File: config.mk
export PLATFORM = sky130hd
export DESIGN_NAME = pngu_fifo
export DESIGN_NICKNAME = d
export VERILOG_FILES = /design/src/hdl/pngu_pkg.sv /design/src/hdl/pngu_fifo.sv
export SDC_FILE = /design/constraint.sdc
export NUM_CORES = 1
export LEC_CHECK = 0
export ABC_AREA = 1
export BUFFER_PORTS_ARGS = -buffer_cell sky130_fd_sc_hd__buf_2
export CORE_ASPECT_RATIO = 0.6
export CORE_MARGIN = 5
export CORE_UTILIZATION = 58
export CTS_BUF_LIST = sky130_fd_sc_hd__clkbuf_4 sky130_fd_sc_hd__clkbuf_8 sky130_fd_sc_hd__clkbuf_16
export CTS_CLUSTER_SIZE = 40
export DETAILED_ROUTE_END_ITERATION = 16
export GPL_ROUTABILITY_DRIVEN = 1
export HOLD_SLACK_MARGIN = 0.02
export PLACE_DENSITY = 0.8
export SETUP_SLACK_MARGIN = 0.2
export SYNTH_ARGS = -nofsm -noshare
export SYNTH_HDL_FRONTEND = slang
export SYNTH_SLANG_ARGS = --single-unit
File: constraint.sdc
create_clock -name i_clk -period 3.2 [get_ports i_clk]
set_input_delay 0.64 -clock i_clk [delete_from_list [all_inputs] [get_ports i_clk]]
set_output_delay 0.64 -clock i_clk [all_outputs]
set_load 0.05 [all_outputs]
File: src/hdl/pngu_pkg.sv
// Shared types, constants and the Paeth predictor for the PNG scanline unfilter.
`default_nettype none
package pngu_pkg;

    // Width of the column and byte counters; covers rows of up to 65536 bytes.
    localparam int COL_W = 17;
    // Width of a byte address within a row.
    localparam int IDX_W = 16;
    // Entries in the queue between the front and back parts.
    localparam int FIFO_DEPTH = 4;
    localparam int FIFO_PTR_W = 2;
    localparam int FIFO_CNT_W = 3;

    // Configuration register indices.
    localparam logic [1:0] CFG_ROW_PIXELS      = 2'd0;
    localparam logic [1:0] CFG_IMAGE_ROWS      = 2'd1;
    localparam logic [1:0] CFG_PIXEL_MODE      = 2'd2;
    localparam logic [1:0] CFG_PALETTE_ENTRIES = 2'd3;

    // Pixel modes.
    localparam logic [1:0] MODE_GRAY = 2'd0;
    localparam logic [1:0] MODE_RGB  = 2'd1;
    localparam logic [1:0] MODE_PAL  = 2'd2;

    // Error codes.
    localparam logic [1:0] ERR_OK      = 2'd0;
    localparam logic [1:0] ERR_FILTER  = 2'd1;
    localparam logic [1:0] ERR_PALETTE = 2'd2;

    // Filter types.
    localparam logic [2:0] FLT_NONE  = 3'd0;
    localparam logic [2:0] FLT_SUB   = 3'd1;
    localparam logic [2:0] FLT_UP    = 3'd2;
    localparam logic [2:0] FLT_AVG   = 3'd3;
    localparam logic [2:0] FLT_PAETH = 3'd4;
    localparam logic [7:0] FLT_MAX   = 8'd4;

    // Kind of a classified transaction.
    typedef enum logic [1:0] {
        K_FILT,
        K_SAMPLE,
        K_PAL
    } t_kind;

    // Classified transaction handed from the front part to the back part.
    typedef struct packed {
        t_kind              kind;
        logic [7:0]         data;
        logic [IDX_W-1:0]   col;
        logic               first_row;
        logic               has_left;
        logic               row_end;
        logic               image_end;
        logic [7:0]         pal_idx;
        logic [23:0]        pal_rgb;
    } t_cmd;

    // Configuration register contents.
    typedef struct packed {
        logic [12:0] row_pixels;
        logic [15:0] image_rows;
        logic [1:0]  pixel_mode;
        logic [8:0]  palette_entries;
    } t_cfg;

    // Absolute difference of two 10-bit values.
    function automatic logic [9:0] absdiff(input logic [9:0] p, input logic [9:0] q);
        absdiff = (p > q) ? (p - q) : (q - p);
    endfunction

    // Paeth predictor: picks the neighbour closest to a + b - c.
    function automatic logic [7:0] paeth(input logic [7:0] a, input logic [7:0] b,
                                         input logic [7:0] c);
        logic [9:0] pa;
        logic [9:0] pb;
        logic [9:0] pc;
        pa = absdiff({2'b00, b}, {2'b00, c});
        pb = absdiff({2'b00, a}, {2'b00, c});
        pc = absdiff({2'b00, a} + {2'b00, b}, {2'b00, c} + {2'b00, c});
        if (pa <= pb && pa <= pc) begin
            paeth = a;
        end else if (pb <= pc) begin
            paeth = b;
        end else begin
            paeth = c;
        end
    endfunction

endpackage
`default_nettype wire

File: src/hdl/pngu_fifo.sv
// Short queue of classified transactions between the front and back parts.
`default_nettype none
module pngu_fifo (
    input  wire logic           i_clk,
    input  wire logic           i_rst_n,
    input  wire logic           i_push,
    input  pngu_pkg::t_cmd      i_cmd,
    input  wire logic           i_pop,
    output logic                o_full,
    output logic                o_empty,
    output pngu_pkg::t_cmd      o_head
);
    import pngu_pkg::*;

    t_cmd                   r_mem [FIFO_DEPTH];
    logic [FIFO_PTR_W-1:0]  r_wr_ptr;
    logic [FIFO_PTR_W-1:0]  r_rd_ptr;
    logic [FIFO_CNT_W-1:0]  r_count;

    assign o_full  = (r_count == FIFO_CNT_W'(FIFO_DEPTH));
    assign o_empty = (r_count == '0);
    assign o_head  = r_mem[r_rd_ptr];

    // Storage.
    always_ff @(posedge i_clk) begin
        if (i_push) begin
            r_mem[r_wr_ptr] <= i_cmd;
        end
    end

    // Pointers and fill level.
    always_ff @(posedge i_clk) begin
        if (!i_rst_n) begin
            r_wr_ptr <= '0;
            r_rd_ptr <= '0;
            r_count  <= '0;
        end else begin
            if (i_push) begin
                r_wr_ptr <= r_wr_ptr + FIFO_PTR_W'(1);
            end
            if (i_pop) begin
                r_rd_ptr <= r_rd_ptr + FIFO_PTR_W'(1);
            end
            r_count <= r_count + FIFO_CNT_W'(i_push) - FIFO_CNT_W'(i_pop);
        end
    end

endmodule
`default_nettype wire

# After elaboration in Yosys (flattened, before gate mapping)
# Memories as Yosys holds them, arrays and structs flattened. A register that Yosys moved wholly into a read port is not among the register bits.
# Index checks and enable logic that the tools add are counted.
[word_totals] ff_bits=7 ram_bits=248 output_inout_bits=64 elab_cells=14 n_memories=1
[mem_list] memory="r_mem" words=4 word_bits=62 rd=1 rd_ports_with_merged_regs=1 write_ports=1 line="pngu_fifo.sv:15" rtl="t_cmd r_mem [FIFO_DEPTH];"
[op_classes] add_sub_neg=4 n_eq_ne=1 muxes=4 n_reduce_logical=1
[ops] op="adder 2 x 1 -> 2 bit, second input constant" n=2
[ops] op="2-to-1 mux 2 bit" n=2
[ops] op="adder 3 x 1 -> 3 bit" n=1
[ops] op="equality test 3 bit, second input constant" n=1
[ops] op="zero test 3 bit" n=1
[ops] op="subtractor 3 x 1 -> 3 bit" n=1
[ops] op="2-to-1 mux 1 bit" n=2

# Longest topological paths before layout
# Gate-level depths: netlist (run 1).
[depth] word_depth=3 ltp_mapped=9 ltp_nobuf=9

# Worst setup path before layout (run 1)
# Ideal clock, no wire load.
[synth_path] path_kind="input-to-reg" startpoint="in i_push" endpoint="mem r_mem[0][0] (netlist bit), enable pin" setup_ns=0.416 arrival_ns=1.880 required_ns=2.784 setup_slack_ns=0.904 cell_stages=2 path_cell_list="nand2_1 inv_1"
[synth_via] elab_chain_cells=2
[synth_lines] item="start, declared" line="pngu_fifo.sv:6" rtl="input wire logic i_push,"
[synth_lines] item="2-to-1 mux 1 bit" line="pngu_fifo.sv:26" rtl="if (i_push) begin"
[synth_lines] item="2-to-1 mux 1 bit (implied by the code)" line="pngu_fifo.sv:27" rtl="r_mem[r_wr_ptr] <= i_cmd;"
[synth_lines] item="end, declared" line="pngu_fifo.sv:15"
# No other way between the ends.

==> impl_metrics.yaml, run 1 <==
min_path:
  hold_class: "in2reg"
  min_from: "i_cmd[15]"
  whs_path_depth: 1
  hold_end: "r_mem[2][15]"
clock_tree:
  cts-htree-levels: 1
  clkLatencyLatePin_ns: 0.50
  cts_hold_buf: 0
  clk_pin_slew_ns: 0.07
  numCtsBuffers: 22
  post_cts_buffers: 0
  cts_resized: 0
  root_buffer: "clkbuf_16"
  clock_path_buffers: 3
  cts.sinks: 257
  tritoncts: "yes"
status:
  status: "finished, final reports clean"
setup_path:
  cp_slowest_cell: "dfxtp_4"
  ff2ff_setup_slack_ns: 1.39
  worstReg2RegStart: "r_wr_ptr[0]"
  slowest_delay_ns: 0.63
  cp.required_ns: 2.56
  worst_setup_path_start_kind: "flop"
  r2r_end: "r_mem[2][18]"
  cp_max_fo: 112
  crit_buf_inv: 2
  critPathTopFamily: "buffers and inverters"
  crit_type: "reg2out"
  rr_worst_depth: 5
  end_kind: "output pin"
  crit_chain: "buf_12 > o211ai_1 > nand2_1 > buf_2"
  cp.arrival_ns: 2.19
final_layout:
  final_cell_mix: "edfxtp_1, inv_1, nand2_1"
  layout_commonest_cell: "edfxtp_1"
  num-fill-cells: 1186
  final_nets: 974
  final_area_um2: 11700
  area_delta_synth_final_pct: 14.3
  drive_gt1_share_pct: 19.4
  layout.cells.non_filler: 1153
sta:
  tightest_slew_ns: 0.652
  finalSetupViolations: 0
  setup_tns_ns: 0
  skew_ns: 0.00813
  fin_crit_ns: 2.83
  hold_ws_ns: 0.351
  rsz0062_at_grt: "no"
  maxSlewViolCount: 0
  fin_crit_sh_pct: 88.4
  relSlewSlack_pct: 56.5
  hold_viol: 0
  fin_ws_ns: 0.371
  fmax_ghz: 0.353
global_route:
  grt_pass1_vias: 5637
  overflow: 0
  grt_antenna_before_repair: 7
  grt_max_degree: 113
  grt_pass1_wl_mm: 29.5
  grtUsageTotal_pct: 18.1
die:
  die_y_um: 113
  die_w_um: 182
  dieArea_um2: 20500
  io_pins: 130
  start_util_pct: 59.5
  coreArea_um2: 17200
  fp-row-count: 37
placed_design:
  dp_hpwl_mm: 11.2
  gp_congestion: 0.731
  dp_cells: 1111
  dpl-instance-area_um2: 11000
  port_buffers: 129
  post-place-ws_ns: 0.930
pwr:
  p_leak_nw: 4.61
  peakVddDrop_v: 0.000439
  p_per_area_nw_per_um2: 639
route:
  wl_per_cell_um: 16.2
  drcViolationCount: 0
  ant_nets: 0
  wl_met1_mm: 8.10
  drt_pass1_iterations: 5
  dr_wl_met3_mm: 1.51
  wirelength_mm: 18.7
  vias: 5922
  met2_length_mm: 8.61
  avgViaCountPerCell: 5.14
  highest_layer: "met5"
  drt_iter0_drc: 490
logic_synthesis:
  synth.net_count: 853
  synth_area_um2: 10200
  ys_seq_area_share_pct: 74.5
  synth_cell_type_count: 17
  netlist_instances: 780
  ys_ff_latch: 257
  yosysWarnings: 0
  postSynthAreaPerCell_um2: 13.1
flow_run:
  drv_cap: 0
-- layer usage --
layer | GRT usage (%) | vias to the layer above
met5 | 0 | -
met4 | 4.25 | 12
met3 | 5.36 | 43
met2 | 29.1 | 176
met1 | 24.9 | 2747
li1 | - | 2944
-- where the power goes --
part	total (mW)	switching (mW)	internal (mW)
combinational	1.05	0.807	0.245
clock	2.52	1.09	1.42
sequential	3.91	0.0615	3.85
-- worst max-delay path by stage --
stage,endpoint,cells past startpoint
global placement,o_head[53],4
floorplan,r_mem[0][0],2
CTS,o_head[56],4
global route,o_head[49],5
finish,o_head[56],4
detailed placement,o_head[50],4
-- worst reg2reg max path: stages (launching register included) --
cell and delay (ns):
dfxtp_1 0.33, inv_1 0.11, ha_1 0.15, nand2_1 0.07, inv_2 0.49, buf_4 0.35
-- logic make-up after synthesis --
logic type	count (synthesis)	share of synthesized area [%]
flip-flops	257	74.5
AO/OA/AOI/OAI	196	11.1
AND/OR/NAND/NOR	138	5.08
buffers and inverters	182	8.40
adder cells (fa/ha/maj)	7	0.929
-- registers in the layout (all words and copies together), names as in the netlist, named ones only --
name      count
r_count       3
r_mem       248
r_rd_ptr      2
r_wr_ptr      2
-- cell usage after synthesis --
library cell    n  area (µm²)
buf_4           2        15.0
nand2_1       134         503
fa_1            1        20.0
nand3_1         1        5.00
o21ai_1        51         255
ha_1            6        75.1
nor2_1          2        7.51
o211ai_1       62         465
inv_1         140         526
nor3_1          1        5.00
clkbuf_1        5        18.8
edfxtp_1      248        7450
buf_6          20         225
a21oi_1        68         340
o21ai_0        15        75.1
buf_2          15        75.1
dfxtp_1         9         180
-- per-stage QoR --
stage	power (mW)	util, %
3_3_place_gp	5.02	63.9
3_5_place_dp	5.04	63.9
4_1_cts	7.54	67.9
2_1_floorplan	4.76	-
6_report	7.47	68.0
5_1_grt	7.79	68.0
-- layout make-up --
type / instances / area, µm² / share of cell area (%)
Tap cell: 234 / 293 / 2.50
Inverter: 140 / 526 / 4.49
Clock buffer: 27 / 606 / 5.17
Sequential cell: 257 / 7630 / 65.2
Multi-Input combinational cell: 341 / 1750 / 15.0
Clock inverter: 13 / 81.3 / 0.695
Timing Repair Buffer: 139 / 808 / 6.91
Antenna cell: 2 / 5.00 / 0.0428
Power figures use the tool's default switching activity.
==> inputs of run 2 (changes only) <==
Settings changed: PLACE_DENSITY 0.8 to 0.84.
==> impl_metrics.yaml, run 2 (same netlist as run 1, synthesis figures left out) <==
status:
  status: "finished, final reports clean"
die:
  io_pins: 130
  fp-row-count: 37
  start_util_pct: 59.5
  coreArea_um2: 17200
  die_y_um: 113
  dieArea_um2: 20500
  die_w_um: 182
global_route:
  grt_pass1_vias: 5687
  grt_max_degree: 133
  overflow: 0
  grt_pass1_wl_mm: 29.4
  grt_antenna_before_repair: 2
  grtUsageTotal_pct: 18.0
setup_path:
  r2r_end: "r_mem[1][32]"
  worstReg2RegStart: "r_wr_ptr[1]"
  cp.arrival_ns: 2.11
  crit_type: "reg2out"
  cp.required_ns: 2.56
  worst_setup_path_start_kind: "flop"
  cp_max_fo: 54
  rr_worst_depth: 5
  ff2ff_setup_slack_ns: 1.38
  end_kind: "output pin"
sta:
  finalSetupViolations: 0
  skew_ns: 0.00664
  rsz0062_at_grt: "no"
  fin_crit_sh_pct: 85.9
  setup_tns_ns: 0
  maxSlewViolCount: 0
  fin_crit_ns: 2.75
  relSlewSlack_pct: 51.6
  tightest_slew_ns: 0.725
  fmax_ghz: 0.364
  hold_viol: 0
clock_tree:
  cts_resized: 0
  clkLatencyLatePin_ns: 0.49
  numCtsBuffers: 23
  root_buffer: "clkbuf_16"
  tritoncts: "yes"
  cts_hold_buf: 0
  post_cts_buffers: 0
  clock_path_buffers: 3
  clk_pin_slew_ns: 0.06
  cts-htree-levels: 1
  cts.sinks: 257
min_path:
  hold_class: "in2reg"
  min_from: "i_cmd[31]"
  hold_end: "r_mem[3][31]"
  whs_path_depth: 1
final_layout:
  register_area_um2: 7630
  area_delta_synth_final_pct: 15.1
  final_nets: 973
  diodes: 0
  num-fill-cells: 1213
  top_register: "r_mem"
  drive_gt1_share_pct: 20.1
  largest_reg_flops: 248
  multi_input_area_um2: 1750
  layout.cells.non_filler: 1150
  layout_commonest_cell: "edfxtp_1"
  final_cell_mix: "edfxtp_1, inv_1, nand2_1"
  top_regs: "r_mem (248), r_count (3)"
route:
  ant_nets: 0
  vias: 5972
  drt_pass1_iterations: 5
  drcViolationCount: 0
  drt_iter0_drc: 476
  avgViaCountPerCell: 5.19
  wirelength_mm: 18.7
  wl_per_cell_um: 16.2
placed_design:
  dp_cells: 1109
  gp_congestion: 0.766
  port_buffers: 129
  dp_hpwl_mm: 10.9
flow_run:
  drv_cap: 0
pwr:
  p_per_area_nw_per_um2: 662
  peakVddDrop_v: 0.000505
  p_leak_nw: 4.65
-- run 2: changes by cell type in the layout (fill, tap and decap cells not counted), sizes merged --
cell and change:
buf -2, bufinv +3, clkbuf +1, clkinv -5, inv +1, clkinvlp +1, diode -2
-- run 2: worst max-delay path by stage --
stage / end / slack, ns / start / depth (start not counted)
6_report: o_head[12] / 0.45 / flop / 5
3_5_place_dp: o_head[51] / 1.0 / flop / 4
2_1_floorplan: r_mem[0][0] / 0.90 / i_push / 2
4_1_cts: o_head[12] / 0.42 / flop / 5
3_3_place_gp: o_head[42] / 1.02 / flop / 4
5_1_grt: o_head[53] / 0.29 / flop / 5
-- run 2: metal layers --
layer / GRT usage, % / wire length (µm) / vias to the layer above
met5: 0 / 25 / -
met4: 3.30 / 298 / 4
met3: 4.75 / 1650 / 30
met2: 29.9 / 8810 / 215
met1: 24.6 / 7900 / 2785
li1: - / - / 2938
-- run 2: cell type report --
cell class | count | share of cell area (%)
Timing Repair Buffer | 137 | 6.73
Clock inverter | 13 | 1.48
Sequential cell | 257 | 64.8
Multi-Input combinational cell | 341 | 14.9
Inverter | 140 | 4.46
Clock buffer | 28 | 5.20
Tap cell | 234 | 2.48
-- run 2: power breakdown --
group	leakage [nW]	total (mW)	internal (mW)	switching (mW)
logic	1.90	1.07	0.245	0.824
clock network	0.397	2.84	1.70	1.14
registers	2.35	3.90	3.85	0.0495
total	4.65	7.80	5.79	2.01
-- run 2: worst max-delay path, stage by stage, from the launching register on --
cell	delay (ns)
dfxtp_4	0.66
buf_12	0.30
a21oi_1	0.07
o21ai_0	0.16
nand2_1	0.13
buf_2	0.24
-- run 2: per-stage QoR --
| stage | cell area [µm²] | setup WS [ns] | power, mW | hold slack [ns] | utilization [%] |
|---|---|---|---|---|---|
| global route | 11800 | 0.291 | 8.11 | 0.331 | 68.4 |
| floorplan | 10200 | 0.904 | 4.76 | 0.436 | - |
| global placement | 11000 | 1.02 | 5.02 | 0.459 | 63.9 |
| finish | 11800 | 0.451 | 7.80 | 0.357 | 68.4 |
| CTS | 11800 | 0.421 | 7.86 | 0.332 | 68.4 |
| detailed placement | 11000 | 0.995 | 5.04 | 0.483 | 63.9 |
