## src/hdl/pngu_pkg.sv

```systemverilog
// Shared types, constants and the Paeth predictor for the PNG scanline unfilter.
`default_nettype none
package pngu_pkg;

    // Width of the column and byte counters; covers rows of up to 65536 bytes.
    localparam int COL_W = 17;
    // Width of a byte address within a row.
    localparam int IDX_W = 16;
    // Entries in the queue between the front and back parts.
    localparam int FIFO_DEPTH = 4;
    localparam int FIFO_PTR_W = 2;
    localparam int FIFO_CNT_W = 3;

    // Configuration register indices.
    localparam logic [1:0] CFG_ROW_PIXELS      = 2'd0;
    localparam logic [1:0] CFG_IMAGE_ROWS      = 2'd1;
    localparam logic [1:0] CFG_PIXEL_MODE      = 2'd2;
    localparam logic [1:0] CFG_PALETTE_ENTRIES = 2'd3;

    // Pixel modes.
    localparam logic [1:0] MODE_GRAY = 2'd0;
    localparam logic [1:0] MODE_RGB  = 2'd1;
    localparam logic [1:0] MODE_PAL  = 2'd2;

    // Error codes.
    localparam logic [1:0] ERR_OK      = 2'd0;
    localparam logic [1:0] ERR_FILTER  = 2'd1;
    localparam logic [1:0] ERR_PALETTE = 2'd2;

    // Filter types.
    localparam logic [2:0] FLT_NONE  = 3'd0;
    localparam logic [2:0] FLT_SUB   = 3'd1;
    localparam logic [2:0] FLT_UP    = 3'd2;
    localparam logic [2:0] FLT_AVG   = 3'd3;
    localparam logic [2:0] FLT_PAETH = 3'd4;
    localparam logic [7:0] FLT_MAX   = 8'd4;

    // Kind of a classified transaction.
    typedef enum logic [1:0] {
        K_FILT,
        K_SAMPLE,
        K_PAL
    } t_kind;

    // Classified transaction handed from the front part to the back part.
    typedef struct packed {
        t_kind              kind;
        logic [7:0]         data;
        logic [IDX_W-1:0]   col;
        logic               first_row;
        logic               has_left;
        logic               row_end;
        logic               image_end;
        logic [7:0]         pal_idx;
        logic [23:0]        pal_rgb;
    } t_cmd;

    // Configuration register contents.
    typedef struct packed {
        logic [12:0] row_pixels;
        logic [15:0] image_rows;
        logic [1:0]  pixel_mode;
        logic [8:0]  palette_entries;
    } t_cfg;

    // Absolute difference of two 10-bit values.
    function automatic logic [9:0] absdiff(input logic [9:0] p, input logic [9:0] q);
        absdiff = (p > q) ? (p - q) : (q - p);
    endfunction

    // Paeth predictor: picks the neighbour closest to a + b - c.
    function automatic logic [7:0] paeth(input logic [7:0] a, input logic [7:0] b,
                                         input logic [7:0] c);
        logic [9:0] pa;
        logic [9:0] pb;
        logic [9:0] pc;
        pa = absdiff({2'b00, b}, {2'b00, c});
        pb = absdiff({2'b00, a}, {2'b00, c});
        pc = absdiff({2'b00, a} + {2'b00, b}, {2'b00, c} + {2'b00, c});
        if (pa <= pb && pa <= pc) begin
            paeth = a;
        end else if (pb <= pc) begin
            paeth = b;
        end else begin
            paeth = c;
        end
    endfunction

endpackage
`default_nettype wire

```

## src/hdl/pngu_front.sv

```systemverilog
// Front part: configuration registers, row and column tracking, transaction classification.
`default_nettype none
module pngu_front #(
    parameter int MAX_ROW_BYTES = 12288
) (
    input  wire logic           i_clk,
    input  wire logic           i_rst_n,
    input  wire logic           i_cfg_we,
    input  wire logic [1:0]     i_cfg_index,
    input  wire logic [15:0]    i_cfg_data,
    input  wire logic           i_valid,
    input  wire logic           i_func,
    input  wire logic [7:0]     i_data_byte,
    input  wire logic [7:0]     i_palette_index,
    input  wire logic [23:0]    i_palette_rgb,
    input  wire logic           i_full,
    output logic                o_push,
    output pngu_pkg::t_cmd      o_cmd,
    output pngu_pkg::t_cfg      o_cfg
);
    import pngu_pkg::*;

    t_cfg               r_cfg;
    logic [COL_W-1:0]   r_col_cnt;
    logic [COL_W-1:0]   n_col_cnt;
    logic [15:0]        r_row_cnt;
    logic [15:0]        n_row_cnt;

    logic               bpp3;
    logic [12:0]        pix;
    logic [15:0]        rb_raw;
    logic [COL_W-1:0]   row_bytes;
    logic [COL_W-1:0]   col_raw;
    logic [COL_W-1:0]   col;
    logic               last_col;
    logic [15:0]        rows;
    logic               last_row;
    logic               accept;

    // Configuration writes.
    always_ff @(posedge i_clk) begin
        if (!i_rst_n) begin
            r_cfg.row_pixels      <= 13'd1;
            r_cfg.image_rows      <= 16'd1;
            r_cfg.pixel_mode      <= MODE_GRAY;
            r_cfg.palette_entries <= 9'd0;
        end else if (i_cfg_we) begin
            unique case (i_cfg_index)
                CFG_ROW_PIXELS:      r_cfg.row_pixels      <= i_cfg_data[12:0];
                CFG_IMAGE_ROWS:      r_cfg.image_rows      <= i_cfg_data[15:0];
                CFG_PIXEL_MODE:      r_cfg.pixel_mode      <= i_cfg_data[1:0];
                CFG_PALETTE_ENTRIES: r_cfg.palette_entries <= i_cfg_data[8:0];
                default:             r_cfg                 <= r_cfg;
            endcase
        end
    end

    assign o_cfg = r_cfg;

    // Row geometry: bytes per row saturated at the line buffer size.
    always_comb begin
        bpp3   = (r_cfg.pixel_mode == MODE_RGB);
        pix    = (r_cfg.row_pixels == 13'd0) ? 13'd1 : r_cfg.row_pixels;
        rb_raw = bpp3 ? ({2'b00, pix, 1'b0} + {3'b000, pix}) : {3'b000, pix};
        if ({1'b0, rb_raw} > COL_W'(MAX_ROW_BYTES)) begin
            row_bytes = COL_W'(MAX_ROW_BYTES);
        end else begin
            row_bytes = {1'b0, rb_raw};
        end
        rows     = (r_cfg.image_rows == 16'd0) ? 16'd1 : r_cfg.image_rows;
        col_raw  = r_col_cnt - COL_W'(1);
        col      = (col_raw >= row_bytes) ? (row_bytes - COL_W'(1)) : col_raw;
        last_col = ((col + COL_W'(1)) >= row_bytes);
        last_row = (({1'b0, r_row_cnt} + 17'd1) >= {1'b0, rows});
    end

    assign accept = i_valid && !i_full;
    assign o_push = accept;

    // Classification of the incoming transaction.
    always_comb begin
        o_cmd.data      = i_data_byte;
        o_cmd.col       = col[IDX_W-1:0];
        o_cmd.first_row = (r_row_cnt == 16'd0);
        o_cmd.has_left  = bpp3 ? (col >= COL_W'(3)) : (col >= COL_W'(1));
        o_cmd.row_end   = last_col;
        o_cmd.image_end = last_col && last_row;
        o_cmd.pal_idx   = i_palette_index;
        o_cmd.pal_rgb   = i_palette_rgb;
        if (i_func) begin
            o_cmd.kind = K_PAL;
        end else if (r_col_cnt == '0) begin
            o_cmd.kind = K_FILT;
        end else begin
            o_cmd.kind = K_SAMPLE;
        end
    end

    // Next column and row counts.
    always_comb begin
        n_col_cnt = r_col_cnt;
        n_row_cnt = r_row_cnt;
        if (accept && !i_func) begin
            if (r_col_cnt == '0) begin
                n_col_cnt = COL_W'(1);
            end else if (last_col) begin
                n_col_cnt = '0;
                n_row_cnt = last_row ? 16'd0 : (r_row_cnt + 16'd1);
            end else begin
                n_col_cnt = col + COL_W'(2);
            end
        end
    end

    always_ff @(posedge i_clk) begin
        if (!i_rst_n) begin
            r_col_cnt <= '0;
            r_row_cnt <= '0;
        end else begin
            r_col_cnt <= n_col_cnt;
            r_row_cnt <= n_row_cnt;
        end
    end

endmodule
`default_nettype wire

```

## config.mk

```make
export PLATFORM = sky130hd
export DESIGN_NAME = pngu_front
export DESIGN_NICKNAME = d
export VERILOG_FILES = /design/src/hdl/pngu_pkg.sv /design/src/hdl/pngu_front.sv
export SDC_FILE = /design/constraint.sdc
export NUM_CORES = 1
export LEC_CHECK = 0
export BUFFER_PORTS_ARGS = -buffer_cell sky130_fd_sc_hd__buf_2
export CAP_MARGIN = 20
export CORE_MARGIN = 2
export CORE_UTILIZATION = 56
export DETAILED_ROUTE_END_ITERATION = 8
export PLACE_DENSITY = 0.87
export RECOVER_POWER = 25
export SYNTH_ARGS = -nofsm -noshare
export SYNTH_HDL_FRONTEND = slang
export SYNTH_SLANG_ARGS = --single-unit
```

## constraint.sdc

```tcl
create_clock -name i_clk -period 15.8 [get_ports i_clk]
set_input_delay 3.16 -clock i_clk [delete_from_list [all_inputs] [get_ports i_clk]]
set_output_delay 3.16 -clock i_clk [all_outputs]
set_load 0.005 [all_outputs]
```

# --- Word-level counts from Yosys, hierarchy flattened ---
# Index checks and enable logic that the tools add are counted.
totals:
  register_bits: 73
  in_bits: 64
  out_inout_bits: 103
  wordCells: 50
classes:
  add_sub_neg: 7
  magnitude_cmp: 6
  n_eq_ne: 4
  muxes: 11
  n_bitwise: 1
  reduce_logical: 15
ops:
  columns: ["cell", "n"]
  rows:
  - ["$mux W17", 3]
  - ["$ge A17 B17 Y1", 2]
  - ["$sub A17 B1 Y17 const B", 2]
  - ["$logic_not A16 Y1", 2]
  - ["$mux W16", 2]
  - ["$mux W15", 2]
  - ["$add A16 B1 Y17 const B", 1]
  - ["$add A17 B1 Y17 const B", 1]
  - ["$add A17 B2 Y17 const B", 1]
  - ["$ge A17 B1 Y1 const B", 1]
  - ["$ge A17 B16 Y1", 1]
  - ["$ge A17 B2 Y1 const B", 1]
  - ["$logic_not A17 Y1", 1]
  - ["$add A16 B1 Y16 const B", 1]
  - ["$add A14 B13 Y15", 1]
  - ["$gt A15 B14 Y1 const B", 1]
  - ["$logic_not A13 Y1", 1]
  - ["$mux W13", 1]
  - ["$reduce_and A2 Y1", 4]
  - ["$eq A2 B1 Y1 const B", 2]
  - ["$eq A2 B2 Y1 const B", 2]
  - ["$logic_and A1 B1 Y1", 3]
  - ["$reduce_and A3 Y1", 1]
  - ["$logic_not A1 Y1", 2]
  - ["4 further kinds", 5]

# --- Depth between registers and ports, before layout ---
# Gate-level depths: netlist (run 1).
logic_depth:
  word_depth: 12
  depth_mapped: 50
  ltp_nobuf: 42

# --- Worst setup path before layout (run 1) ---
# Ideal clock, no wire load.
synth_path:
  kind: "register to output"
  startpoint: "reg r_cfg (netlist bit o_cfg[38])"
  endpoint: "out o_cmd[33] in the netlist's numbering"
  arrival_ps: 9596
  t_required_ps: 12640
  slack_ps: 3044
  path_stages_with_launch: 50
  n_path_buf: 8
  cell_sequence: "dfxtp_1 > inv_1 > ha_1 > and4_1 > clkbuf_1 > a21oi_1 > inv_1 > fa_1 > nand2b_1 > a211o_1 > a21boi_0 > o31ai_2 > nor4_4 > and4_1 > buf_4 > a21o_4 > buf_2 > nand2_1 > (+14 left out) > nor2b_1 > and2_1 > nand2_1 > xnor2_1 > ha_1 > a21o_1 > a21oi_1 > nor2b_1 > o21ai_0 > nand2b_1 > a221oi_1 > o41ai_1 > a211o_1 > buf_2 > buf_1 > nor2_1 > inv_1 > buf_4"
synth_lines:
  columns: ["item", "line", "text"]
  rows:
  - ["start, declared", "pngu_front.sv:23", "t_cfg r_cfg;"]
  - ["start signal, assigned", "pngu_front.sv:53", "default: r_cfg <= r_cfg;"]
  - ["end, declared", "pngu_front.sv:18", "output pngu_pkg::t_cmd o_cmd,"]

==> key figures, run 1 <==
Detailed routing
  • Routed WL: between 20000 and 25000 um
  • Pre-antenna DRT Iters: 5
  • WL/cell: 18.2 um
  • DRC errors left: 0
  • Final ANT Viol Nets: 0
  • DR vias: 7618
  • 1st-iter DRT viols: ~530
  • Vias/cell: between 6 and 7

Global routing
  • Initial antenna violation count: 0
  • First-pass GRT wire length: roughly 35000 um
  • Grt ovf: 0
  • Largest net degree at the start of global routing: slightly below 50
  • Overall fraction of global-route tracks in use: a little under a third
  • Vias in the first global route: roughly 7000

Place
  • Buffers added on ports: 86
  • Placed insts: 1194
  • Gpl congestion: approximately 1.0
  • Hpwl dp: between 15000 and 20000 um
  • Post-Place Setup Slack: 2.44 ns
  • Placed inst area: around 0.0077 mm2

Clocking
  • Setup bufs post-CTS: 0
  • Root buf cell: clkbuf_16
  • CTS resizes: 0
  • Longest Clk Path Bufs: 2
  • Clk_lat worst skew: 0.35 ns
  • Num CTS Buffers: 9
  • Register clock-pin slew on the reported worst setup and hold paths: roughly 0.060 ns
  • TritonCTS Sinks: 73
  • Cts hold-fix bufs: 0
  • CTS tree: yes
  • H-Tree Level Count: 3

Pwr
  • Power Dens Cells: 70.9 mW/mm2
  • Leak Pwr: about 3.4 nW
  • Max IR drop VDD: about 0.000090 V
  • Total power: roughly 570 uW

Synth
  • Top cell type by total area after synthesis: dfxtp_1
  • Most frequent cell after synthesis: nand2_1
  • Post-Synthesis Cells: 1005
  • FF+latch count, synth: 73
  • Synth async-reset ratio: 0%
  • Register area share after synthesis: between 15 and 20%
  • Post-synth EDFFs: 0
  • Share of the synthesized area in the top cell type: 19.5%
  • Most common library cells after synthesis: nand2_1, a21oi_1, dfxtp_1
  • Synth Cell Area: around 0.0075 mm2
  • Yosys cell types: between 80 and 90
  • Ys Warns: 0
  • Ys flop type: dfxtp_1
  • Synth area leaders: dfxtp_1, ha_1, nand2_1, a21oi_1, buf_4
  • Synth Area per Inst: 7.47 um2

Floorplanning
  • Rows: between 40 and 50
  • Die H: between 100 and 150 um
  • Die X: roughly 120 um
  • Initial core utilization: 56.9%
  • I/O pin total: between 150 and 200
  • Die area: ~0.014 mm2
  • CORE AREA: around 0.013 mm2

Min path
  • Hold crit path type: reg -> reg

Outcome
  • Failing checks: max-capacitance violations, max-slew violations
  • Outcome: finished with violations

Final layout
  • Core Util, Final: ~61%
  • Area grow syn2layout: 6.88%
  • Ant. Diodes: 0
  • Final #Nets: about 1200
  • Layout cells sized above 1: around 15%
  • Finished Layout Cells: roughly 1200
  • Fillers: around 1200
  • Final std cell area, no fill: between 0.008 and 0.009 mm2

STA
  • Setup tns final: 0 ns
  • Peak Freq: around 0.07 GHz
  • Final period utilization: around nine tenths
  • Worst Tran Pin Value: roughly 2.2 ns
  • PnR worst setup slack: approximately 1.8 ns
  • Clk_skew: roughly 0.012 ns
  • Setup violators final: 0
  • Min Tclk post-route: 14.04 ns
  • Final-report hold violation count: 0
  • Min Hold Slack: 0.458 ns
  • Relative slew slack: -44.9%
  • RSZ-0062 raised after global routing: false
  • Max-slew violations: ~50

Setup path
  • Req. time, crit path: 12.64 ns
  • Worst path slowest cell: a21oi_1
  • Critical Path AT: 10.88 ns
  • Max incr delay on CP: 0.63 ns
  • Critical Path Sink Type: primary output
  • Crit Path Max Fanout: 21
  • Crit Path Category: reg -> out
  • Worst setup SP type: flop

Job
  • Max Cap Viol: 1
## cells in the final DEF, fill, tap and decap left out, types with 7 or more instances in the layout
cell type / netlist / routed
o21ai_2: 10 / 10
inv_1: 61 / 61
buf_4: 45 / 9
nor2b_1: 13 / 13
o31ai_1: 9 / 9
nand4_1: 11 / 11
a21o_1: 14 / 14
and3_1: 13 / 13
dfxtp_1: 73 / 73
xor2_1: 28 / 28
nor3_1: 25 / 25
a21oi_1: 89 / 89
and2_1: 9 / 9
o21ai_0: 22 / 22
o21ai_1: 12 / 12
nor2_1: 57 / 57
or4_1: 7 / 7
o2111ai_1: 12 / 12
nand2_1: 147 / 147
buf_2: 5 / 73
nand3_1: 36 / 36
nor4_1: 14 / 14
a211oi_1: 11 / 11
xnor2_1: 33 / 33
o221a_2: 7 / 7
clkbuf_16: 0 / 9
o211ai_1: 8 / 8
nand2b_1: 12 / 12
ha_1: 69 / 69
o21a_1: 14 / 14
clkbuf_1: 27 / 14
## worst max-delay path, delay by kind of cell (launching register included)
| family | cells | cell delay [ns] |
|---|---|---|
| xor gates and xnor gates | 1 | 0.13 |
| buffers and inverters | 4 | 0.55 |
| adders and majority gates | 5 | 1.72 |
| AOI/OAI and AO/OA | 20 | 5.09 |
| and+or+nand+nor | 13 | 2.55 |
| DFF | 1 | 0.49 |
## state kept, by name (all words and copies together), names as in the netlist
| signal | count |
|---|---|
| o_cfg | 40 |
| r_col_cnt | 17 |
| r_row_cnt | 16 |
## path summary, 6_finish.rpt
| kind | cells past startpoint | slack, ns | startpoint | end |
|---|---|---|---|---|
| min | 2 | 0.46 | o_cfg[3]$_SDFFE_PN0P_ | o_cfg[3]$_SDFFE_PN0P_ |
| max reg2reg | 42 | 4.37 | o_cfg[38]$_SDFFE_PN0P_ | r_col_cnt[7]$_SDFFE_PN0P_ |
| min reg2reg | 2 | 0.46 | o_cfg[3]$_SDFFE_PN0P_ | o_cfg[3]$_SDFFE_PN0P_ |
| max | 43 | 1.76 | o_cfg[38]$_SDFFE_PN0P_ | o_cmd[32] |
## logic make-up after synthesis
group / synth area share, %
simple gates: 25.6
xor+xnor: 7.11
compound gates: 24.9
fa+ha+maj: 11.8
flops: 19.5
other cells: 0.0499
mux: 1.25
buf+inv: 9.86
## metal layers
layer	track usage (%)	part of all wire (%)	vias up
met4	12.4	3.2	0
li1	-	-	3613
met2	49.8	47	372
met3	4.61	7.9	62
met1	40.4	42	3571
met5	0	0	-
## where the power goes
part	total, mW	internal [mW]	switching, mW
logic	0.162	0.0590	0.103
clock network	0.214	0.125	0.0891
registers	0.193	0.188	0.00504
## layout make-up
| type | instances | area, um2 | area share (%) |
|---|---|---|---|
| Inverter | 63 | 239 | 2.98 |
| Tap cell | 176 | 220 | 2.74 |
| Sequential cell | 73 | 1460 | 18.2 |
| Clock buffer | 9 | 225 | 2.81 |
| Multi-Input combinational cell | 787 | 5310 | 66.2 |
| Timing Repair Buffer | 96 | 485 | 6.05 |
| Clock inverter | 7 | 83.8 | 1.04 |
No activity file was read; power rests on OpenSTA's default activity.
==> run 2, diff against run 1 <==
ABC_AREA = 1   (was unset)
==> run 2 against run 1 <==
Net effect: register-to-register slack better by 3.3 ns; non-clock buffer count is 10 lower; clock skew up 0.00054 ns; largest power group unchanged; maximum frequency rose by 23%; cell area decreased by 1.5%; sequential share of layout area grew 0.28 points; the flow still finishes with violations (max-capacitance violations, max-slew violations); clock power is 9.3% higher.
==> key figures, run 2 <==
Outcome
  • Outcome: finished with violations
  • Failing checks: max-capacitance violations, max-slew violations

STA
  • RSZ-0062 raised after global routing: false
  • Min Tclk post-route: 11.43 ns (-2.61 ns)
  • Setup tns final: 0 ns (unchanged)
  • Final period utilization: 72.4% (-17 points)
  • Peak Freq: 0.0875 GHz (+23%)
  • Worst Tran Pin Value: 1.93 ns (-0.242 ns)
  • Final-report hold violation count: 0 (unchanged)
  • Max-slew violations: 56 (+14%)
  • Setup violators final: 0 (unchanged)
  • Clk_skew: 0.0127 ns (+0.000540 ns)
  • Relative slew slack: -28.8% (+16 points)
  • PnR worst setup slack: 4.37 ns (+2.61 ns)

Detailed routing
  • WL/cell: 15.1 um (-17%)
  • Vias/cell: 5.56 (-12%)
  • Pre-antenna DRT Iters: 8 (+3)
  • DR vias: 7615 (-0.039%)
  • Final ANT Viol Nets: 0 (unchanged)
  • Routed WL: 20700 um (-5.8%)
  • DRC errors left: 0 (unchanged)
  • 1st-iter DRT viols: 627 (+19%)

Setup path
  • Critical Path End: o_cmd[32]
  • FF-to-FF End: r_row_cnt[2]$_SDFFE_PN0P_
  • Critical Path AT: 8.27 ns (-2.61 ns)
  • Crit Path Category: reg -> out
  • R2R depth: 48 (+14%)
  • Worst path slowest cell: o21ai_1
  • Start point of the critical path: o_cfg[38]$_SDFFE_PN0P_
  • Critical Path Sink Type: primary output
  • Reg-to-reg setup timing slack: 7.69 ns (+3.32 ns)
  • Crit Path Max Fanout: 30 (+43%)
  • Req. time, crit path: 12.64 ns (about the same)
  • Worst flop-to-flop path startpoint: o_cfg[38]$_SDFFE_PN0P_
  • Max incr delay on CP: 0.50 ns (-0.13 ns)
  • Most used cell, CP: nand2_1
  • Worst setup SP type: flop

Floorplanning
  • I/O pin total: 167 (unchanged)
  • Die X: 119 um (-0.75%)
  • Die area: 0.0141 mm2 (-1.5%)
  • Initial core utilization: 57.9% (+0.95 points)
  • CORE AREA: 0.0128 mm2 (-3.2%)
  • Die H: 119 um (-0.75%)
  • Rows: 41 (-2.4%)

Global routing
  • Vias in the first global route: 7062 (+0.64%)
  • Largest net degree at the start of global routing: 56 (+14%)
  • Initial antenna violation count: 0 (unchanged)
  • First-pass GRT wire length: 33800 um (-4.4%)
  • Overall fraction of global-route tracks in use: 29.1% (-1.5 points)
  • Grt ovf: 0 (unchanged)

Pwr
  • Max IR drop VDD: 0.0000640 V (-29%)
  • Leak Pwr: 4.09 nW (+20%)
  • Power Dens Cells: 81.6 mW/mm2 (+15%)

Final layout
  • Layout cells sized above 1: 12.3% (-2.3 points)
  • Area grow syn2layout: 6.90% (about the same)
  • Final #Nets: 1327 (+14%)
  • Max FFs per register: 40 (unchanged)
  • FF/Latch Area: 0.00146 mm2 (unchanged)
  • Ant. Diodes: 0 (unchanged)
  • Multi-input combinational cell area: 0.00482 mm2 (-9.2%)
  • Fillers: 1204 (-1.7%)
  • Final std cell area, no fill: 0.00791 mm2 (-1.5%)
  • Commonest non-fill, non-tap cell in the layout: nand2_1
  • Most frequent cells in the layout: nand2_1, inv_1, nor2_1

Synth
  • Most common library cells after synthesis: nand2_1, inv_1, nor2_1
  • FF+latch count, synth: 73 (unchanged)
  • Synth Cell Area: 0.00739 mm2 (-1.5%)
  • Top cell type by total area after synthesis: dfxtp_1
  • Post-synth EDFFs: 0 (unchanged)
  • Synth area leaders: dfxtp_1, nand2_1, ha_1, inv_1, nor2_1
  • Ys flop type: dfxtp_1
  • Register area share after synthesis: 19.8% (+0.31 points)
  • Synth async-reset ratio: 0% (unchanged)
  • Synth Area per Inst: 6.36 um2 (-15%)
  • Most frequent cell after synthesis: nand2_1
  • Ys Warns: 0 (unchanged)
  • Post-Synthesis Cells: 1162 (+16%)
  • Yosys cell types: 53 (-35%)
  • Share of the synthesized area in the top cell type: 19.8% (+0.31 points)

Clocking
  • Register clock-pin slew on the reported worst setup and hold paths: 0.07 ns (about the same)
  • Longest Clk Path Bufs: 2 (unchanged)
  • Setup bufs post-CTS: 0 (unchanged)
  • H-Tree Level Count: 3 (unchanged)
  • Cts hold-fix bufs: 0 (unchanged)
  • Clk_lat worst skew: 0.35 ns (about the same)
  • TritonCTS Sinks: 73 (unchanged)
  • Root buf cell: clkbuf_16
  • CTS resizes: 0 (unchanged)
  • CTS tree: yes
  • Num CTS Buffers: 9 (unchanged)

Place
  • Post-Place Setup Slack: 4.89 ns (+2.45 ns)
  • Placed inst area: 0.00759 mm2 (-1.8%)
  • Hpwl dp: 16200 um (-3.5%)
  • Gpl congestion: 1.02 (+1.5%)
  • Buffers added on ports: 86 (unchanged)

Min path
  • Hold crit path type: reg -> reg

Job
  • Max Cap Viol: 1 (unchanged)
==> run 2: critical path: cells and delay by family (launching register included) <==
kind                       cells  cell delay, ns
and+or+nand+nor               27            3.71
adders and majority gates      5            1.49
AOI/OAI and AO/OA              6            1.29
buffers and inverters          8            0.85
DFF                            1            0.38
xor gates and xnor gates       1            0.18
==> run 2: area by class of cell <==
type	instances	share of cell area [%]
Clock buffer	9	2.85
Clock inverter	7	1.39
Inverter	175	8.34
Multi-Input combinational cell	848	61.0
Sequential cell	73	18.5
Tap cell	172	2.72
Timing Repair Buffer	86	5.19
==> run 2: cell families after synthesis <==
group / after synthesis / share of synthesized area (%)
fa+ha+maj: 70 / 11.9
other cells: 1 / 0.0507
simple gates: 550 / 34.0
xor+xnor: 53 / 6.28
flops: 73 / 19.8
buf+inv: 242 / 15.1
compound gates: 173 / 12.9
==> run 2: layer usage <==
layer,routed length (um),GRT usage [%],part of all wire (%),vias to the layer above
li1,-,-,-,3773
met1,8780,38.0,42,3443
met2,9920,49.2,48,353
met3,1540,3.69,7.4,46
met4,498,10.1,2.4,0
met5,0,0,0,-
==> run 2: how the worst min path moves through the flow <==
stage          cells past startpoint  slack [ns]                    end                   from
2_1_floorplan                      2        0.44  o_cfg[2]$_SDFFE_PN0P_  o_cfg[2]$_SDFFE_PN0P_
3_3_place_gp                       2        0.43  o_cfg[6]$_SDFFE_PN0P_  o_cfg[6]$_SDFFE_PN0P_
3_5_place_dp                       2        0.44  o_cfg[5]$_SDFFE_PN0P_  o_cfg[5]$_SDFFE_PN0P_
4_1_cts                            2        0.45  o_cfg[5]$_SDFFE_PN0P_  o_cfg[5]$_SDFFE_PN0P_
5_1_grt                            2        0.47  o_cfg[6]$_SDFFE_PN0P_  o_cfg[6]$_SDFFE_PN0P_
6_report                           2        0.44  o_cfg[5]$_SDFFE_PN0P_  o_cfg[5]$_SDFFE_PN0P_
==> run 2: through the flow <==
| stage | instances | hold slack (ns) | utilization, % | power [mW] |
|---|---|---|---|---|
| finish | 1370 | 0.444 | 61.9 | 0.645 |
| global route | 1370 | 0.470 | 61.9 | 0.679 |
| CTS | 1370 | 0.447 | 62.0 | 0.643 |
| detailed placement | 1354 | 0.437 | 59.4 | 0.410 |
| global placement | 1354 | 0.430 | 59.4 | 0.406 |
| floorplan | 1163 | 0.440 | - | 0.360 |
==> run 2: power by group <==
| part | total, mW | switching (mW) | internal, mW |
|---|---|---|---|
| Sequential | 0.196 | 0.00592 | 0.190 |
| Clock | 0.234 | 0.0915 | 0.142 |
| Combinational | 0.215 | 0.141 | 0.0733 |
| Total | 0.645 | 0.239 | 0.406 |
==> run 3, diff against run 2 <==
clock period = 11.55 ns   (was 15.8 ns; I/O delays follow)
==> run 3 against run 2 <==
Net effect: global-route usage is 0.31 points higher; die area stayed put; clock power is 32% higher; first-iteration DRC count is 24% lower; sequential cell count stayed put; final cell count stayed put; largest power group unchanged; critical path type unchanged; highest routed layer unchanged; cell area is 0.24% lower; sequential power is 37% higher; combinational power is 35% higher; the flow still finishes with violations (max-capacitance violations, max-slew violations).
==> key figures, run 3 (synthesized netlist as in run 2, its figures left out) <==
Final layout
  • Layout cells sized above 1: 11.9% (-0.33 points)
  • Finished Layout Cells: 1370 (unchanged)
  • Commonest non-fill, non-tap cell in the layout: nand2_1
  • Final #Nets: 1327 (unchanged)
  • Most frequent cells in the layout: nand2_1, inv_1, nor2_1
  • Area grow syn2layout: 6.65%
  • Fillers: 1205 (+0.083%)
  • Ant. Diodes: 0 (unchanged)
  • Max FFs per register: 40 (unchanged)

Setup path
  • Worst setup SP type: flop
  • Reg-to-reg setup timing slack: 3.51 ns (-4.18 ns)
  • Critical Path Sink Type: primary output
  • Worst path slowest cell: o21ai_1
  • Start point of the critical path: o_cfg[38]$_SDFFE_PN0P_
  • FF-to-FF End: r_row_cnt[6]$_SDFFE_PN0P_
  • Max incr delay on CP: 0.48 ns (-0.02 ns)
  • Most used cell, CP: nand2_1
  • Crit Path Max Fanout: 30 (unchanged)
  • Worst flop-to-flop path startpoint: o_cfg[38]$_SDFFE_PN0P_
  • Req. time, crit path: 9.24 ns (-3.40 ns)
  • R2R depth: 48 (unchanged)
  • Critical Path End: o_cmd[32]
  • Crit Path Category: reg -> out
  • Critical Path AT: 8.20 ns (-0.07 ns)

Clocking
  • Setup bufs post-CTS: 0 (unchanged)
  • Cts hold-fix bufs: 0 (unchanged)
  • Root buf cell: clkbuf_16
  • Num CTS Buffers: 9 (unchanged)
  • H-Tree Level Count: 3 (unchanged)
  • CTS resizes: 0 (unchanged)
  • Clk_lat worst skew: 0.34 ns (about the same)
  • CTS tree: yes
  • Longest Clk Path Bufs: 2 (unchanged)
  • Register clock-pin slew on the reported worst setup and hold paths: 0.07 ns (about the same)
  • TritonCTS Sinks: 73 (unchanged)

Place
  • Hpwl dp: 16000 um (-1.1%)
  • Post-Place Setup Slack: 1.52 ns (-3.36 ns)
  • Gpl congestion: 1.02 (-0.14%)
  • Buffers added on ports: 86 (unchanged)
  • Placed insts: 1354 (unchanged)

STA
  • Final-report hold violation count: 0 (unchanged)
  • Max-slew violations: 56 (unchanged)
  • Min Tclk post-route: 10.51 ns
  • Peak Freq: roughly 0.095 GHz
  • Final period utilization: 91.0%
  • RSZ-0062 raised after global routing: false
  • Worst Tran Pin Value: 1.99 ns (+0.0626 ns)
  • Min Hold Slack: 0.445 ns (+0.00173 ns)
  • Setup tns final: 0 ns (unchanged)
  • Setup violators final: 0 (unchanged)
  • Clk_skew: 0.0129 ns (+0.000207 ns)
  • Relative slew slack: -32.9% (-4.2 points)
  • PnR worst setup slack: 1.04 ns (-3.32 ns)

Detailed routing
  • DRC errors left: 0 (unchanged)
  • Vias/cell: 5.46 (-1.8%)
  • Final ANT Viol Nets: 0 (unchanged)
  • WL/cell: 14.9 um (-1.3%)
  • DR vias: 7481 (-1.8%)
  • Pre-antenna DRT Iters: 5 (-3)
  • 1st-iter DRT viols: 479 (-24%)
  • Routed WL: 20500 um (-1.3%)

Global routing
  • First-pass GRT wire length: 33900 um (+0.51%)
  • Overall fraction of global-route tracks in use: 29.4% (+0.31 points)
  • Initial antenna violation count: 0 (unchanged)
  • Vias in the first global route: 7007 (-0.78%)
  • Largest net degree at the start of global routing: 56 (unchanged)
  • Grt ovf: 0 (unchanged)

Pwr
  • Max IR drop VDD: 0.0000744 V (+16%)
  • Leak Pwr: 4.08 nW (-0.42%)
  • Total power: 868 uW (+35%)
  • Power Dens Cells: 110 mW/mm2 (+35%)

Outcome
  • Failing checks: max-capacitance violations, max-slew violations
  • Outcome: finished with violations

Floorplanning
  • Rows: 41 (unchanged)
  • Die area: 0.0141 mm2 (unchanged)
  • Initial core utilization: 57.9% (unchanged)
  • Die X: 119 um (unchanged)
  • CORE AREA: 0.0128 mm2 (unchanged)
  • I/O pin total: 167 (unchanged)
  • Die H: 119 um (unchanged)

Min path
  • Hold crit path type: reg -> reg

Job
  • Max Cap Viol: 1 (unchanged)
[run 3: per-layer routing]
layer,share of wire (%),up-vias,track usage [%]
met2,46,308,49.5
met5,0,-,0
li1,-,3773,-
met4,2.8,0,11.4
met3,7.6,55,4.65
met1,43,3345,37.6
[run 3: how the worst min path moves through the flow]
stage,start,end,slack (ns),depth (start not counted)
after global routing,o_cfg[6]$_SDFFE_PN0P_,o_cfg[6]$_SDFFE_PN0P_,0.47,2
after CTS,o_cfg[4]$_SDFFE_PN0P_,o_cfg[4]$_SDFFE_PN0P_,0.45,2
after floorplan,o_cfg[2]$_SDFFE_PN0P_,o_cfg[2]$_SDFFE_PN0P_,0.44,2
after global placement,o_cfg[6]$_SDFFE_PN0P_,o_cfg[6]$_SDFFE_PN0P_,0.43,2
final,o_cfg[4]$_SDFFE_PN0P_,o_cfg[4]$_SDFFE_PN0P_,0.45,2
after detailed placement,o_cfg[5]$_SDFFE_PN0P_,o_cfg[5]$_SDFFE_PN0P_,0.44,2
[run 3: critical path: cells and delay by family, from the launching register on]
family,cells,cell delay (ns)
AOI/OAI and AO/OA,6,1.29
xor gates and xnor gates,1,0.18
adders and majority gates,5,1.47
buffers and inverters,8,0.86
DFF,1,0.37
and+or+nand+nor,27,3.65
[run 3: cell type report]
cell class | count | area [um2] | area share, %
inverter | 175 | 659 | 8.36
timing repair buffer | 86 | 407 | 5.16
tap | 172 | 215 | 2.73
clock buffer | 10 | 229 | 2.90
clock inverter | 6 | 91.3 | 1.16
sequential | 73 | 1460 | 18.5
multi-input combinational | 848 | 4820 | 61.2
[run 3: where the power goes]
group | internal (mW) | switching (mW) | leakage [nW]
clock network | 0.190 | 0.117 | 0.157
logic | 0.100 | 0.191 | 3.33
registers | 0.261 | 0.00807 | 0.593
total | 0.551 | 0.317 | 4.08
[run 3: per-stage QoR]
| step | utilization (%) | area, um2 |
|---|---|---|
| after CTS | 61.9 | 7910 |
| after floorplan | - | 7400 |
| after global placement | 59.4 | 7590 |
| after global routing | 61.7 | 7890 |
| final | 61.7 | 7890 |
| after detailed placement | 59.4 | 7590 |
